## src/design/thumbnail_nibble_deinterleave_assert.svh

```systemverilog
// ---------------------------------------------------------------------------
// Thumbnail nibble deinterleaver assertion macros
// Concurrent assertion wrappers clocked on clk_i and disabled during reset.
// ---------------------------------------------------------------------------
`ifndef THUMBNAIL_NIBBLE_DEINTERLEAVE_ASSERT_SVH
`define THUMBNAIL_NIBBLE_DEINTERLEAVE_ASSERT_SVH

`ifndef SYNTH
// Implication or plain property checked at every edge outside reset.
`define TND_ASSERT(lbl, prop) \
  lbl: assert property (@(posedge clk_i) disable iff (!rst_ni) (prop)) \
    else $error("assertion failed");
// Condition that must never be true outside reset.
`define TND_ASSERT_NEVER(lbl, cond) \
  lbl: assert property (@(posedge clk_i) disable iff (!rst_ni) !(cond)) \
    else $error("forbidden condition seen");
`else
`define TND_ASSERT(lbl, prop)
`define TND_ASSERT_NEVER(lbl, cond)
`endif

`endif

```

## src/design/tnd_pkg.sv

```systemverilog
// ---------------------------------------------------------------------------
// Thumbnail nibble deinterleaver package
// Frame geometry, counter widths and the types shared by the modules.
// ---------------------------------------------------------------------------
`default_nettype none

package tnd_pkg;

  // Frame geometry in pixels.
  localparam int unsigned ThumbWidth     = 80;
  localparam int unsigned ThumbHeight    = 60;
  localparam int unsigned GroupNibbles   = 2 * ThumbWidth;
  localparam int unsigned TripletNibbles = 3 * (ThumbWidth / 2);
  localparam int unsigned RowPairs       = ThumbHeight / 2;

  // Counter and field widths.
  localparam int unsigned PosW  = $clog2(GroupNibbles);
  localparam int unsigned QuotW = $clog2(GroupNibbles / 3 + 1);
  localparam int unsigned RowW  = (RowPairs > 1) ? $clog2(RowPairs) : 1;
  localparam int unsigned XW    = 7;
  localparam int unsigned YW    = 6;
  localparam int unsigned GrayW = 8;
  localparam int unsigned NibW  = 4;

  // Phase inside a triplet.
  localparam logic [1:0] Ph0 = 2'd0;
  localparam logic [1:0] Ph1 = 2'd1;
  localparam logic [1:0] Ph2 = 2'd2;

  // Configuration register indexes.
  localparam logic RegInterleaveMode = 1'b0;

  // Scan mode values.
  localparam logic ModeSequential  = 1'b0;
  localparam logic ModeInterleaved = 1'b1;

  // Place of one nibble inside its two-line group.
  typedef struct packed {
    logic [PosW-1:0]  pos;
    logic [1:0]       phase;
    logic [QuotW-1:0] quot;
  } nib_t;

  // Counter state handed to the lanes.
  typedef struct packed {
    nib_t            even_nib;
    nib_t            odd_nib;
    logic [RowW-1:0] row_pair;
    logic            last;
  } pos_t;

  // Result of one lane.
  typedef struct packed {
    logic [XW-1:0]    x;
    logic [YW-1:0]    y;
    logic [GrayW-1:0] gray;
  } pix_t;

endpackage

`default_nettype wire

```

## src/design/tnd_pos_cnt.sv

```systemverilog
// ---------------------------------------------------------------------------
// Thumbnail position counter
// Tracks the nibble index, triplet phase and quotient, and the line pair.
// ---------------------------------------------------------------------------
`default_nettype none

`include "thumbnail_nibble_deinterleave_assert.svh"

module tnd_pos_cnt (
  input  wire             clk_i,
  input  wire             rst_ni,
  input  wire             step_i,
  output tnd_pkg::pos_t   pos_o
);
  import tnd_pkg::*;

  logic [PosW-1:0]  pos_q, pos_d;
  logic [1:0]       phase_q, phase_d;
  logic [QuotW-1:0] quot_q, quot_d;
  logic [RowW-1:0]  row_q, row_d;
  logic             wrap;
  logic             last;

  // End of a group and end of the frame.
  assign wrap = (pos_q >= PosW'(GroupNibbles - 2));
  assign last = wrap && (row_q >= RowW'(RowPairs - 1));

  // Next counter values after one byte (two nibbles).
  always_comb begin
    pos_d   = pos_q;
    phase_d = phase_q;
    quot_d  = quot_q;
    row_d   = row_q;
    if (step_i) begin
      if (wrap) begin
        pos_d   = '0;
        phase_d = Ph0;
        quot_d  = '0;
        row_d   = last ? '0 : row_q + RowW'(1);
      end else begin
        pos_d = pos_q + PosW'(2);
        case (phase_q)
          Ph0: begin
            phase_d = Ph2;
          end
          Ph1: begin
            phase_d = Ph0;
            quot_d  = quot_q + QuotW'(1);
          end
          default: begin
            phase_d = Ph1;
            quot_d  = quot_q + QuotW'(1);
          end
        endcase
      end
    end
  end

  always_ff @(posedge clk_i or negedge rst_ni) begin
    if (!rst_ni) begin
      pos_q   <= '0;
      phase_q <= Ph0;
      quot_q  <= '0;
      row_q   <= '0;
    end else begin
      pos_q   <= pos_d;
      phase_q <= phase_d;
      quot_q  <= quot_d;
      row_q   <= row_d;
    end
  end

  // The even lane takes the counter itself; the odd lane is one nibble on.
  always_comb begin
    pos_o.even_nib.pos   = pos_q;
    pos_o.even_nib.phase = phase_q;
    pos_o.even_nib.quot  = quot_q;
    pos_o.odd_nib.pos    = pos_q + PosW'(1);
    pos_o.odd_nib.phase  = (phase_q == Ph2) ? Ph0 : phase_q + 2'd1;
    pos_o.odd_nib.quot   = (phase_q == Ph2) ? quot_q + QuotW'(1) : quot_q;
    pos_o.row_pair       = row_q;
    pos_o.last           = last;
  end

  // The nibble index stays even and inside the group.
  `TND_ASSERT(pos_in_group, (pos_q[0] == 1'b0) && (pos_q < PosW'(GroupNibbles)))
  // The line pair never passes the frame.
  `TND_ASSERT(row_in_frame, row_q < RowW'(RowPairs))
  // The last byte of a frame brings all counters back to the start.
  `TND_ASSERT(frame_restart,
    (step_i && last) |=> (pos_q == '0 && row_q == '0 && phase_q == Ph0))

endmodule

`default_nettype wire

```

## src/design/tnd_lane.sv

```systemverilog
// ---------------------------------------------------------------------------
// Thumbnail nibble lane
// Places one nibble in the frame and turns it into a gray level.
// ---------------------------------------------------------------------------
`default_nettype none

module tnd_lane (
  input  tnd_pkg::nib_t                   nib_i,
  input  wire [tnd_pkg::RowW-1:0]         row_pair_i,
  input  wire                             mode_i,
  input  wire [tnd_pkg::NibW-1:0]         nibble_i,
  output tnd_pkg::pix_t                   pix_o
);
  import tnd_pkg::*;

  logic [PosW-1:0] seq_off;
  logic [PosW-1:0] tail_off;
  logic [XW-1:0]   x;
  logic            y_low;

  assign seq_off  = nib_i.pos - PosW'(ThumbWidth);
  assign tail_off = nib_i.pos - PosW'(TripletNibbles);

  // Column and lower-line flag for the active scan order.
  always_comb begin
    if (mode_i == ModeSequential) begin
      if (nib_i.pos < PosW'(ThumbWidth)) begin
        x     = XW'(nib_i.pos);
        y_low = 1'b0;
      end else begin
        x     = XW'(seq_off);
        y_low = 1'b1;
      end
    end else if (nib_i.pos < PosW'(TripletNibbles)) begin
      // Triplet: left upper, right upper, left lower.
      x     = XW'({nib_i.quot, (nib_i.phase == Ph1)});
      y_low = (nib_i.phase == Ph2);
    end else begin
      // Tail: odd columns of the lower line.
      x     = XW'({tail_off, 1'b1});
      y_low = 1'b1;
    end
  end

  assign pix_o.x    = x;
  assign pix_o.y    = YW'({row_pair_i, y_low});
  assign pix_o.gray = {nibble_i, {(GrayW - NibW){1'b0}}};

endmodule

`default_nettype wire

```

## src/design/thumbnail_nibble_deinterleave.sv

```systemverilog
// ---------------------------------------------------------------------------
// Thumbnail nibble deinterleaver
// Turns raw 4-bit thumbnail bytes into two placed gray pixels per byte.
// ---------------------------------------------------------------------------
// Usage:
// Raw bytes enter on the s_axis channel (tdata = data_byte). Each accepted
// byte yields one transfer on the m_axis channel carrying both pixels: the
// high nibble as the first pixel, the low nibble as the second, each with
// its column, row and gray level. tlast marks the last byte of a frame,
// after which the position counters start over.
// A byte accepted at one edge is offered on m_axis from the next.
// Throughput is one byte per cycle while the receiver does not stall, set by
// the single output register; both nibbles are placed by two lanes in the same cycle.
// When the receiver stalls, the output register holds its transfer and the
// input accepts a new byte only in the cycle the held one leaves.
// Reset clears the counters and the output valid and selects interleaved
// mode. The APB register at byte address 0 holds interleave_mode (bit 0);
// the user must write it only while the stream is idle; the block does not enforce this.
// ---------------------------------------------------------------------------
`default_nettype none

`include "thumbnail_nibble_deinterleave_assert.svh"

module thumbnail_nibble_deinterleave (
  input  wire         clk_i,
  input  wire         rst_ni,
  // APB configuration port.
  input  wire         psel,
  input  wire         penable,
  input  wire         pwrite,
  input  wire  [2:0]  paddr,
  input  wire  [31:0] pwdata,
  output logic [31:0] prdata,
  output logic        pready,
  // Byte input stream.
  input  wire         s_axis_tvalid,
  output logic        s_axis_tready,
  input  wire  [7:0]  s_axis_tdata,   // [7:0] data_byte
  // Pixel pair output stream.
  output logic        m_axis_tvalid,
  input  wire         m_axis_tready,
  output logic [47:0] m_axis_tdata,   // first_x, first_y, first_gray, second_x,
                                      // second_y, second_gray, zero fill
  output logic        m_axis_tlast    // frame_end
);
  import tnd_pkg::*;

  localparam int unsigned PixW = XW + YW + GrayW;

  logic  mode_q;
  logic  cfg_wr;
  logic  in_xfer;
  pos_t  pos;
  pix_t  first_pix, second_pix;
  logic  out_valid_q;
  logic  out_last_q;
  logic [2*PixW-1:0] out_data_q;

  // Configuration register.
  assign pready = 1'b1;
  assign cfg_wr = psel && penable && pwrite && (paddr[2] == RegInterleaveMode);

  always_ff @(posedge clk_i or negedge rst_ni) begin
    if (!rst_ni) begin
      mode_q <= ModeInterleaved;
    end else if (cfg_wr) begin
      mode_q <= pwdata[0];
    end
  end

  assign prdata = (paddr[2] == RegInterleaveMode) ? {31'd0, mode_q} : 32'd0;

  // Input handshake: take a byte whenever the output register can move.
  assign s_axis_tready = !out_valid_q || m_axis_tready;
  assign in_xfer       = s_axis_tvalid && s_axis_tready;

  tnd_pos_cnt u_pos_cnt (
    .clk_i  (clk_i),
    .rst_ni (rst_ni),
    .step_i (in_xfer),
    .pos_o  (pos)
  );

  // Two lanes: high nibble and low nibble.
  tnd_lane u_lane_hi (
    .nib_i      (pos.even_nib),
    .row_pair_i (pos.row_pair),
    .mode_i     (mode_q),
    .nibble_i   (s_axis_tdata[7:4]),
    .pix_o      (first_pix)
  );

  tnd_lane u_lane_lo (
    .nib_i      (pos.odd_nib),
    .row_pair_i (pos.row_pair),
    .mode_i     (mode_q),
    .nibble_i   (s_axis_tdata[3:0]),
    .pix_o      (second_pix)
  );

  // Merge stage: both lane results packed into the output register.
  always_ff @(posedge clk_i or negedge rst_ni) begin
    if (!rst_ni) begin
      out_valid_q <= 1'b0;
    end else if (s_axis_tready) begin
      out_valid_q <= s_axis_tvalid;
    end
  end

  always_ff @(posedge clk_i) begin
    if (in_xfer) begin
      out_data_q <= {second_pix.gray, second_pix.y, second_pix.x,
                     first_pix.gray, first_pix.y, first_pix.x};
      out_last_q <= pos.last;
    end
  end

  assign m_axis_tvalid = out_valid_q;
  assign m_axis_tdata  = {{(48 - 2 * PixW){1'b0}}, out_data_q};
  assign m_axis_tlast  = out_last_q;

  // An accepted byte is offered on the output at the next edge.
  `TND_ASSERT(accept_to_valid, in_xfer |=> m_axis_tvalid)
  // A held transfer is never overwritten by a new byte.
  `TND_ASSERT_NEVER(no_overrun, in_xfer && out_valid_q && !m_axis_tready)
  // The frame's last byte ends on the bottom-right pixel.
  `TND_ASSERT(last_at_corner,
    (m_axis_tvalid && m_axis_tlast) |->
      (out_data_q[PixW +: XW] == XW'(ThumbWidth - 1) &&
       out_data_q[PixW + XW +: YW] == YW'(2 * RowPairs - 1)))

endmodule

`default_nettype wire

```

## config.mk

```make
export PLATFORM = sky130hd
export DESIGN_NAME = thumbnail_nibble_deinterleave
export DESIGN_NICKNAME = d
export VERILOG_FILES = /design/src/design/tnd_pkg.sv /design/src/design/tnd_pos_cnt.sv /design/src/design/tnd_lane.sv /design/src/design/thumbnail_nibble_deinterleave.sv
export VERILOG_INCLUDE_DIRS = /design/src /design/src/design
export SDC_FILE = /design/constraint.sdc
export NUM_CORES = 1
export LEC_CHECK = 0
export BUFFER_PORTS_ARGS = -buffer_cell sky130_fd_sc_hd__buf_4
export CORE_MARGIN = 2
export CORE_UTILIZATION = 40
export CTS_BUF_LIST = sky130_fd_sc_hd__clkbuf_2 sky130_fd_sc_hd__clkbuf_4 sky130_fd_sc_hd__clkbuf_8
export CTS_CLUSTER_SIZE = 28
export DETAILED_ROUTE_END_ITERATION = 8
export PLACE_DENSITY = 0.69
export REMOVE_ABC_BUFFERS = 1
export SLEW_MARGIN = 15
export SYNTH_ARGS = -nofsm -noshare
export SYNTH_HDL_FRONTEND = slang
export SYNTH_SLANG_ARGS = --single-unit
export TNS_END_PERCENT = 10
```

## constraint.sdc

```tcl
create_clock -name clk_i -period 1.95 [get_ports clk_i]
set_input_delay 0 -clock clk_i [delete_from_list [all_inputs] [get_ports clk_i]]
set_output_delay 0 -clock clk_i [all_outputs]
set_load 0.05 [all_outputs]
```

==> results of run 1 <==
[sequential cells by signal, summed over array words and instances, names as in the netlist]
register / flops
u_pos_cnt.quot_q: 6
m_axis_tlast: 1
u_pos_cnt.pos_q: 7
mode_q: 1
u_pos_cnt.phase_q: 2
u_pos_cnt.row_q: 5
m_axis_tvalid: 1
out_data_q: 29
[placed cells by master (no fill, tap or decap), drive strengths merged, types with 2 or more instances in the layout]
cell | netlist | routed
a21boi | 2 | 2
a21oi | 12 | 12
a22o | 2 | 2
a31oi | 8 | 8
and3 | 2 | 2
buf | 57 | 74
clkbuf | 7 | 5
clkinv | 0 | 2
conb | 2 | 46
dfrtp | 21 | 21
dlygate4sd3 | 0 | 11
edfxtp | 30 | 30
ha | 11 | 11
inv | 12 | 13
mux2 | 4 | 4
mux2i | 6 | 6
nand2 | 23 | 23
nand2b | 5 | 5
nand3 | 15 | 15
nand3b | 2 | 2
nand4 | 3 | 3
nor2 | 20 | 20
nor2b | 4 | 4
nor3 | 3 | 3
o21ai | 12 | 12
o22ai | 2 | 2
o311ai | 2 | 2
or3 | 2 | 2
or4 | 2 | 2
xnor2 | 9 | 9
xor2 | 4 | 4
[critical path, cell delays in order (launching register included)]
cell and delay [ns]:
dfrtp_1 0.39, buf_4 0.17, ha_1 0.21, a31oi_2 0.24, buf_4 0.21, nor2_1 0.06
a21oi_1 0.15, a21oi_1 0.09
[where the power goes]
group	total [W]	switching, W	internal [W]
clock network	0.000617	0.000360	0.000258
registers	0.00180	0.000292	0.00151
logic	0.00252	0.00156	0.000955
total	0.00494	0.00221	0.00272
[repair_timing]
| action | CTS | global route |
|---|---|---|
| resized for setup | 0 | 1 |
| hold endpoints to repair | 32 | 0 |
| endpoints found under the setup margin | 0 | 1 |
| hold buffers | 11 | 0 |
[worst max-delay path by stage]
stage,endpoint,start,slack (ns),depth (start not counted)
floorplan,u_pos_cnt.quot_q[5],m_axis_tvalid,-0.88,6
global placement,u_pos_cnt.row_q[4],u_pos_cnt.pos_q[4],0.18,6
detailed placement,u_pos_cnt.row_q[4],u_pos_cnt.pos_q[5],0.14,7
CTS,u_pos_cnt.row_q[4],u_pos_cnt.pos_q[5],0.13,7
global route,out_data_q[26],u_pos_cnt.pos_q[4],0.02,7
finish,out_data_q[6],u_pos_cnt.pos_q[5],0.17,7
[kinds of logic (layout without fill, tap and decap cells)]
logic type / Yosys count / count (layout) / synth area share [%]
compound gates: 46 / 46 / 10.1
xor+xnor: 13 / 13 / 3.74
fa+ha+maj: 11 / 11 / 4.52
buf+inv: 76 / 105 / 16.0
flops: 52 / 52 / 47.7
mux: 10 / 10 / 3.45
other cells: 2 / 46 / 0.246
simple gates: 85 / 85 / 14.3
[layout make-up]
cell class	count	area (um^2)	share of cell area [%]
Clock buffer	5	68.8	1.88
Clock inverter	3	22.5	0.616
Inverter	12	45.0	1.23
Multi-Input combinational cell	211	1270	34.8
Sequential cell	52	1450	39.7
Tap cell	99	124	3.39
Timing Repair Buffer	85	669	18.3
[through the flow]
step           cells  total power, W  setup TNS [ns]
2_1_floorplan    275         0.00355          -25.81
3_3_place_gp     448         0.00424               0
3_5_place_dp     448         0.00431               0
4_1_cts          467         0.00496               0
5_1_grt          467         0.00526               0
6_report         467         0.00494               0
[per-layer routing]
metal,global-route usage [%],routed length [um]
met1,17.3,2470
met2,24.0,2870
met3,1.74,348
met4,5.68,55
met5,0,0
==> results.json, run 1 <==
{
  "outcome": "finished, final reports clean",
  "synth_ff_type": "edfxtp_1",
  "worstSetupPathType": "register to register",
  "grt_pass1_vias": 2007,
  "cts_tree": "yes",
  "overflow": 0,
  "cp.arrival_ns": 1.83,
  "design_area_mm2": 0.00365,
  "wl_per_cell_um": 12.3,
  "yosys-top-cells-count": "buf_4 (51), edfxtp_1 (30), nand2_1 (23)",
  "synthArstFlopShare_pct": 42.3,
  "final_util_pct": 49.9,
  "fill_cells": 669,
  "ant_nets": 0,
  "slew_viol_final": 0,
  "numClockSinks": 52,
  "grtUsageTotal_pct": 13.8,
  "irDropWorstVdd_v": 0.000373,
  "hold_viol": 0,
  "dieArea_mm2": 0.00833,
  "dr_total_vias": 2189,
  "setup.worst_path.start_class": "register",
  "die_width_um": 91.3,
  "synthesis.area_mm2": 0.00305,
  "drt_wl_total_um": 5740,
  "vias_per_cell": 4.69,
  "antenna_found_initial": 0,
  "r2r-end": "out_data_q[6]",
  "gp_congestion": 0.877,
  "period_needed_ns": 1.78,
  "start_util_pct": 41.6,
  "netlist_instances": 295,
  "p_per_area_mw_per_mm2": 1350,
  "core_mm2": 0.00733,
  "clock-root-buffer": "clkbuf_8",
  "ys_seq_area_share_pct": 47.7,
  "dr.pass1.iters": 4,
  "grt_start_max_net_pins": 23,
  "antennaDiodeCount": 0,
  "clk_pin_slew_ns": 0.09,
  "max_freq_mhz": 562,
  "chipHeight_um": 91.3,
  "min_from": "paddr[2]",
  "setup_slack_ns": 0.172,
  "cts_buffer_depth": 2,
  "synth_edf_count": 30,
  "ios": 134,
  "reg2reg_slack_ns": 0.17,
  "min_to": "mode_q",
  "hold_path_depth": 3,
  "postCtsSetupBuffers": 0,
  "required_ns": 2.00,
  "r2r_cells": 7,
  "cp-end-kind": "register",
  "yosysUniqueCellTypes": 48,
  "finalClockSkew_ns": 0.0140,
  "drc": 0,
  "fin_crit_sh_pct": 91.2,
  "finalNetCount": 428,
  "portBuffers": 54,
  "htree_levels": 2,
  "setup_viol": 0,
  "p_leak_nw": 1.64,
  "min_path_type": "input port to register",
  "timing.rr.start": "u_pos_cnt.pos_q[5]",
  "cap_violations": 0,
  "synth_top_area_cell": "edfxtp_1",
  "placed_area_mm2": 0.00345,
  "dpl.hpwl_um": 4200,
  "rows": 31,
  "rsz0062_at_grt": "false",
  "cts_made_buffers": 5,
  "area_growth_pct": 19.9,
  "ys_top_cells_by_area": "edfxtp_1 (30%), dfrtp_1 (17%), buf_4 (13%)",
  "yosysMostFrequentCell": "buf_4",
  "clock_latency_ns": 0.31,
  "drt_iter0_drc": 93,
  "synth-seq-cells": 52,
  "dp_slack_ns": 0.137,
  "ys_warn_count": 0,
  "grt_pass1_wl_um": 9340,
  "path_max_fanout": 9,
  "synth_top_area_share_pct": 29.6,
  "syn_area_per_cell_um2": 10.3,
  "drive_above_1_share_pct": 26.1,
  "hold-worst-slack_ns": 0.0641
}
(Power assumes the default switching activity.)
==> run 2: changes to the inputs <==
Settings changed: PLACE_DENSITY 0.69 to 0.72.
==> results.json, run 2 (same netlist as run 1, synthesis figures left out) <==
{
  "drt_iter0_drc": 77,
  "multi_input_area_mm2": 0.00127,
  "outcome": "finished, final reports clean",
  "overflow": 0,
  "die_width_um": 91.3,
  "cts_tree": "yes",
  "dr.pass1.iters": 4,
  "drive_above_1_share_pct": 25.9,
  "cap_violations": 0,
  "finalNetCount": 427,
  "design_area_mm2": 0.00367,
  "cts_made_buffers": 5,
  "fill_cells": 661,
  "drc": 0,
  "start_util_pct": 41.6,
  "irDropWorstVdd_v": 0.000487,
  "clock_latency_ns": 0.31,
  "setup_viol": 0,
  "core_mm2": 0.00733,
  "rsz0062_at_grt": "false",
  "grtUsageTotal_pct": 13.3,
  "grt_pass1_wl_um": 8980,
  "chipHeight_um": 91.3,
  "clock-root-buffer": "clkbuf_8",
  "period_needed_ns": 1.84,
  "final_util_pct": 50.0,
  "dpl.hpwl_um": 4060,
  "cp-end-kind": "register",
  "dr_total_vias": 2165,
  "antennaDiodeCount": 0,
  "ios": 134,
  "cts_buffer_depth": 2,
  "rows": 31,
  "drt_wl_total_um": 5510,
  "total_power_w": 0.00500,
  "largest-register": "out_data_q",
  "portBuffers": 54,
  "slew_viol_final": 0,
  "p_leak_nw": 1.65,
  "fin_crit_sh_pct": 94.3,
  "htree_levels": 2,
  "path_max_fanout": 14,
  "setup.worst_path.start_class": "register",
  "postCtsSetupBuffers": 0,
  "top_regs": "out_data_q: 29 flops, u_pos_cnt.pos_q: 7 flops, u_pos_cnt.quot_q: 6 flops",
  "grt_pass1_vias": 1996,
  "min_path_type": "input port to register",
  "gp_congestion": 0.882,
  "dieArea_mm2": 0.00833,
  "largest_reg_flops": 29,
  "finalSetupTns_ns": 0,
  "final_common_cell": "buf_4",
  "antenna_found_initial": 0,
  "required_ns": 2.15,
  "vias_per_cell": 4.65,
  "p_per_area_mw_per_mm2": 1360,
  "clk_pin_slew_ns": 0.10,
  "hold_viol": 0,
  "final_cell_mix": "buf_4 (72), conb_1 (46), edfxtp_1 (30)",
  "wl_per_cell_um": 11.8,
  "area_growth_pct": 20.3,
  "finalClockSkew_ns": 0.0134,
  "numClockSinks": 52,
  "worstSetupPathType": "register to register",
  "cp.arrival_ns": 2.04,
  "max_freq_mhz": 544,
  "seqCellArea_mm2": 0.00145,
  "ant_nets": 0,
  "grt_start_max_net_pins": 24,
  "placed_area_mm2": 0.00344
}
[run 2: cell count changes in the layout (fill, tap and decap cells not counted)]
cell and delta:
buf_4 -1, clkinv_4 -1, bufinv_16 +1, inv_4 +1, inv_6 -1
[run 2: worst paths after layout]
kind	startpoint	end	slack, ns	cells after the start
max	u_pos_cnt.pos_q[5]	u_pos_cnt.row_q[4]	0.11	7
min	pwrite	mode_q	0.05	3
max reg2reg	u_pos_cnt.pos_q[5]	u_pos_cnt.row_q[4]	0.11	7
min reg2reg	u_pos_cnt.row_q[4]	u_pos_cnt.row_q[4]	0.51	1
max in group asynchronous	rst_ni	mode_q	1.56	2
min in group asynchronous	rst_ni	u_pos_cnt.row_q[4]	0.11	2
[run 2: final cells by class]
class,count,share of cell area [%]
repair buffers,84,18.1
clock buffers,5,1.88
flip-flops and latches,52,39.6
multi-input cells,211,34.7
well taps,99,3.38
clock inverters,3,1.13
inverters,12,1.23
[run 2: report_power, final]
part           internal (W)  switching, W  total, W
logic              0.000937       0.00155   0.00248
registers           0.00151      0.000276   0.00179
clock network      0.000381      0.000345  0.000726
[run 2: per-stage QoR]
step | cells | hold WS, ns | setup slack [ns]
final | 466 | 0.0489 | 0.111
after global routing | 466 | 0.0733 | 0.00646
after CTS | 466 | 0.0469 | 0.0459
after detailed placement | 447 | -0.0906 | 0.0648
after global placement | 447 | -0.0956 | 0.0875
after floorplan | 275 | -0.296 | -0.875
[run 2: per-layer routing]
layer | global-route usage [%] | wire, um | part of all wire [%] | vias up
met5 | 0 | 0 | 0 | -
met4 | 4.67 | 84 | 1.5 | 0
met3 | 1.99 | 343 | 6.2 | 7
met2 | 23.0 | 2720 | 49 | 88
met1 | 17.0 | 2360 | 43 | 1002
li1 | - | - | - | 1068
[run 2: critical path, stage by stage, from the launching register on]
cell and delay, ns:
dfrtp_1 0.38, inv_1 0.08, ha_1 0.22, nand4_4 0.14
a2111oi_4 0.43, buf_6 0.21, a21boi_0 0.18, mux2i_1 0.09
[run 2: what timing repair did]
action / CTS / global route
setup endpoints to repair: 0 / 2
hold buffers: 11 / 0
gates resized for setup: 0 / 1
endpoints found under the hold margin: 32 / 0
==> run 3: changes to the inputs <==
Settings changed: PLACE_DENSITY 0.72 to 0.69.
Clock period 1.95 ns to 2.2 ns, I/O delays scaled along.
==> results.json, run 3 (same netlist as run 1, synthesis figures left out) <==
{
  "setup.worst_path.start_class": "register",
  "drc": 0,
  "area_growth_pct": 17.1,
  "cts_buffer_depth": 2,
  "largest_reg_flops": 29,
  "required_ns": 2.40,
  "antenna_found_initial": 0,
  "crit_slowest_cell": "dfrtp_1",
  "cp.arrival_ns": 2.24,
  "die_width_um": 91.3,
  "drive_above_1_share_pct": 23.8,
  "gp_congestion": 0.871,
  "start_util_pct": 41.6,
  "core_mm2": 0.00733,
  "antennaDiodeCount": 0,
  "finalNetCount": 417,
  "min_to": "mode_q",
  "grt_pass1_vias": 1924,
  "rows": 31,
  "final_common_cell": "buf_4",
  "slowest_delay_ns": 0.49,
  "hold_viol": 0,
  "vias_per_cell": 4.67,
  "cts_made_buffers": 5,
  "critPathBufInv": 2,
  "overflow": 0,
  "critPathTopFamily": "compound AO/OA/AOI/OAI gates",
  "setup_viol": 0,
  "fill_cells": 671,
  "placed_area_mm2": 0.00337,
  "slew_viol_final": 0,
  "portBuffers": 54,
  "htree_levels": 2,
  "dr_total_vias": 2128,
  "largest-register": "out_data_q",
  "wl_per_cell_um": 12.2,
  "dp_slack_ns": 0.146,
  "clock_latency_ns": 0.32,
  "path_max_fanout": 15,
  "period_needed_ns": 2.04,
  "chipHeight_um": 91.3,
  "r2r-end": "u_pos_cnt.row_q[4]",
  "drt_wl_total_um": 5540,
  "outcome": "finished, final reports clean",
  "top_regs": "out_data_q: 29 flops, u_pos_cnt.pos_q: 7 flops, u_pos_cnt.quot_q: 6 flops",
  "finalSetupTns_ns": 0,
  "fin_crit_sh_pct": 92.8,
  "ios": 134,
  "timing.rr.start": "u_pos_cnt.pos_q[5]",
  "worstSetupPathType": "register to register",
  "p_per_area_mw_per_mm2": 1190,
  "finalClockSkew_ns": 0.00912,
  "hold_path_depth": 3,
  "p_leak_nw": 1.59,
  "final_cell_mix": "buf_4 (63), conb_1 (46), edfxtp_1 (30)",
  "path_cells": "inv_1 > ha_1 > nand4_4 > a2111oi_4 > buf_4 > a21boi_0 > mux2i_1",
  "dieArea_mm2": 0.00833,
  "clk_pin_slew_ns": 0.10,
  "max_freq_mhz": 490,
  "rsz0062_at_grt": "false",
  "setup_slack_ns": 0.159,
  "min_path_type": "input port to register",
  "min_from": "pwrite",
  "drt_iter0_drc": 84,
  "cts_tree": "yes",
  "dr.pass1.iters": 4,
  "design_area_mm2": 0.00357,
  "r2r_cells": 7,
  "cap_violations": 0,
  "final_util_pct": 48.7,
  "dpl.hpwl_um": 4000,
  "total_power_w": 0.00423,
  "clock-root-buffer": "clkbuf_8",
  "grt_start_max_net_pins": 32,
  "ant_nets": 0,
  "cp-end-kind": "register",
  "irDropWorstVdd_v": 0.000341,
  "reg2reg_slack_ns": 0.16,
  "grtUsageTotal_pct": 13.8,
  "numClockSinks": 52,
  "grt_pass1_wl_um": 9160
}
-- run 3: through the flow --
step           cells  hold WS (ns)
6_report         456        0.0560
5_1_grt          456        0.0640
4_1_cts          456        0.0504
3_5_place_dp     437       -0.0813
3_3_place_gp     437       -0.0898
2_1_floorplan    275        -0.296
-- run 3: how the worst max path moves through the flow --
stage	from	slack [ns]	to	depth (start not counted)
after CTS	u_pos_cnt.pos_q[5]	0.13	u_pos_cnt.row_q[4]	7
after detailed placement	u_pos_cnt.pos_q[5]	0.15	u_pos_cnt.row_q[4]	7
after global placement	u_pos_cnt.pos_q[5]	0.27	u_pos_cnt.row_q[4]	7
after floorplan	m_axis_tvalid	-0.63	u_pos_cnt.quot_q[5]	6
after global routing	u_pos_cnt.pos_q[5]	0.09	u_pos_cnt.row_q[4]	7
final	u_pos_cnt.pos_q[5]	0.16	u_pos_cnt.row_q[4]	7
-- run 3: tightest hold or removal path, delay by kind of cell --
family	cells	cell delay [ns]
buf+inv	1	0.11
simple gates	1	0.08
mux	1	0.15
-- run 3: timing repair --
action,4_1_cts,5_1_grt
gates resized for setup,0,0
hold buffers,11,0
hold endpoints to repair,32,0
buffers inserted,0,0
-- run 3: power by group --
| group | switching (W) | internal [W] |
|---|---|---|
| clock network | 0.000332 | 0.000228 |
| registers | 0.000338 | 0.00134 |
| logic | 0.00126 | 0.000736 |
| total | 0.00193 | 0.00230 |
-- run 3: final cells by class --
class	count	area, um^2	area share [%]
sequential	52	1450	40.7
clock inverter	3	22.5	0.631
clock buffer	5	68.8	1.93
timing repair buffer	74	583	16.3
multi-input combinational	211	1270	35.7
inverter	12	45.0	1.26
tap	99	124	3.47
-- run 3: metal layers --
metal / global-route usage, % / share of wire, % / vias to the layer above
met4: 6.19 / 1.9 / 0
met5: 0 / 0 / -
li1: - / - / 1043
met1: 16.9 / 42 / 994
met2: 23.8 / 50 / 85
met3: 2.49 / 6.4 / 6
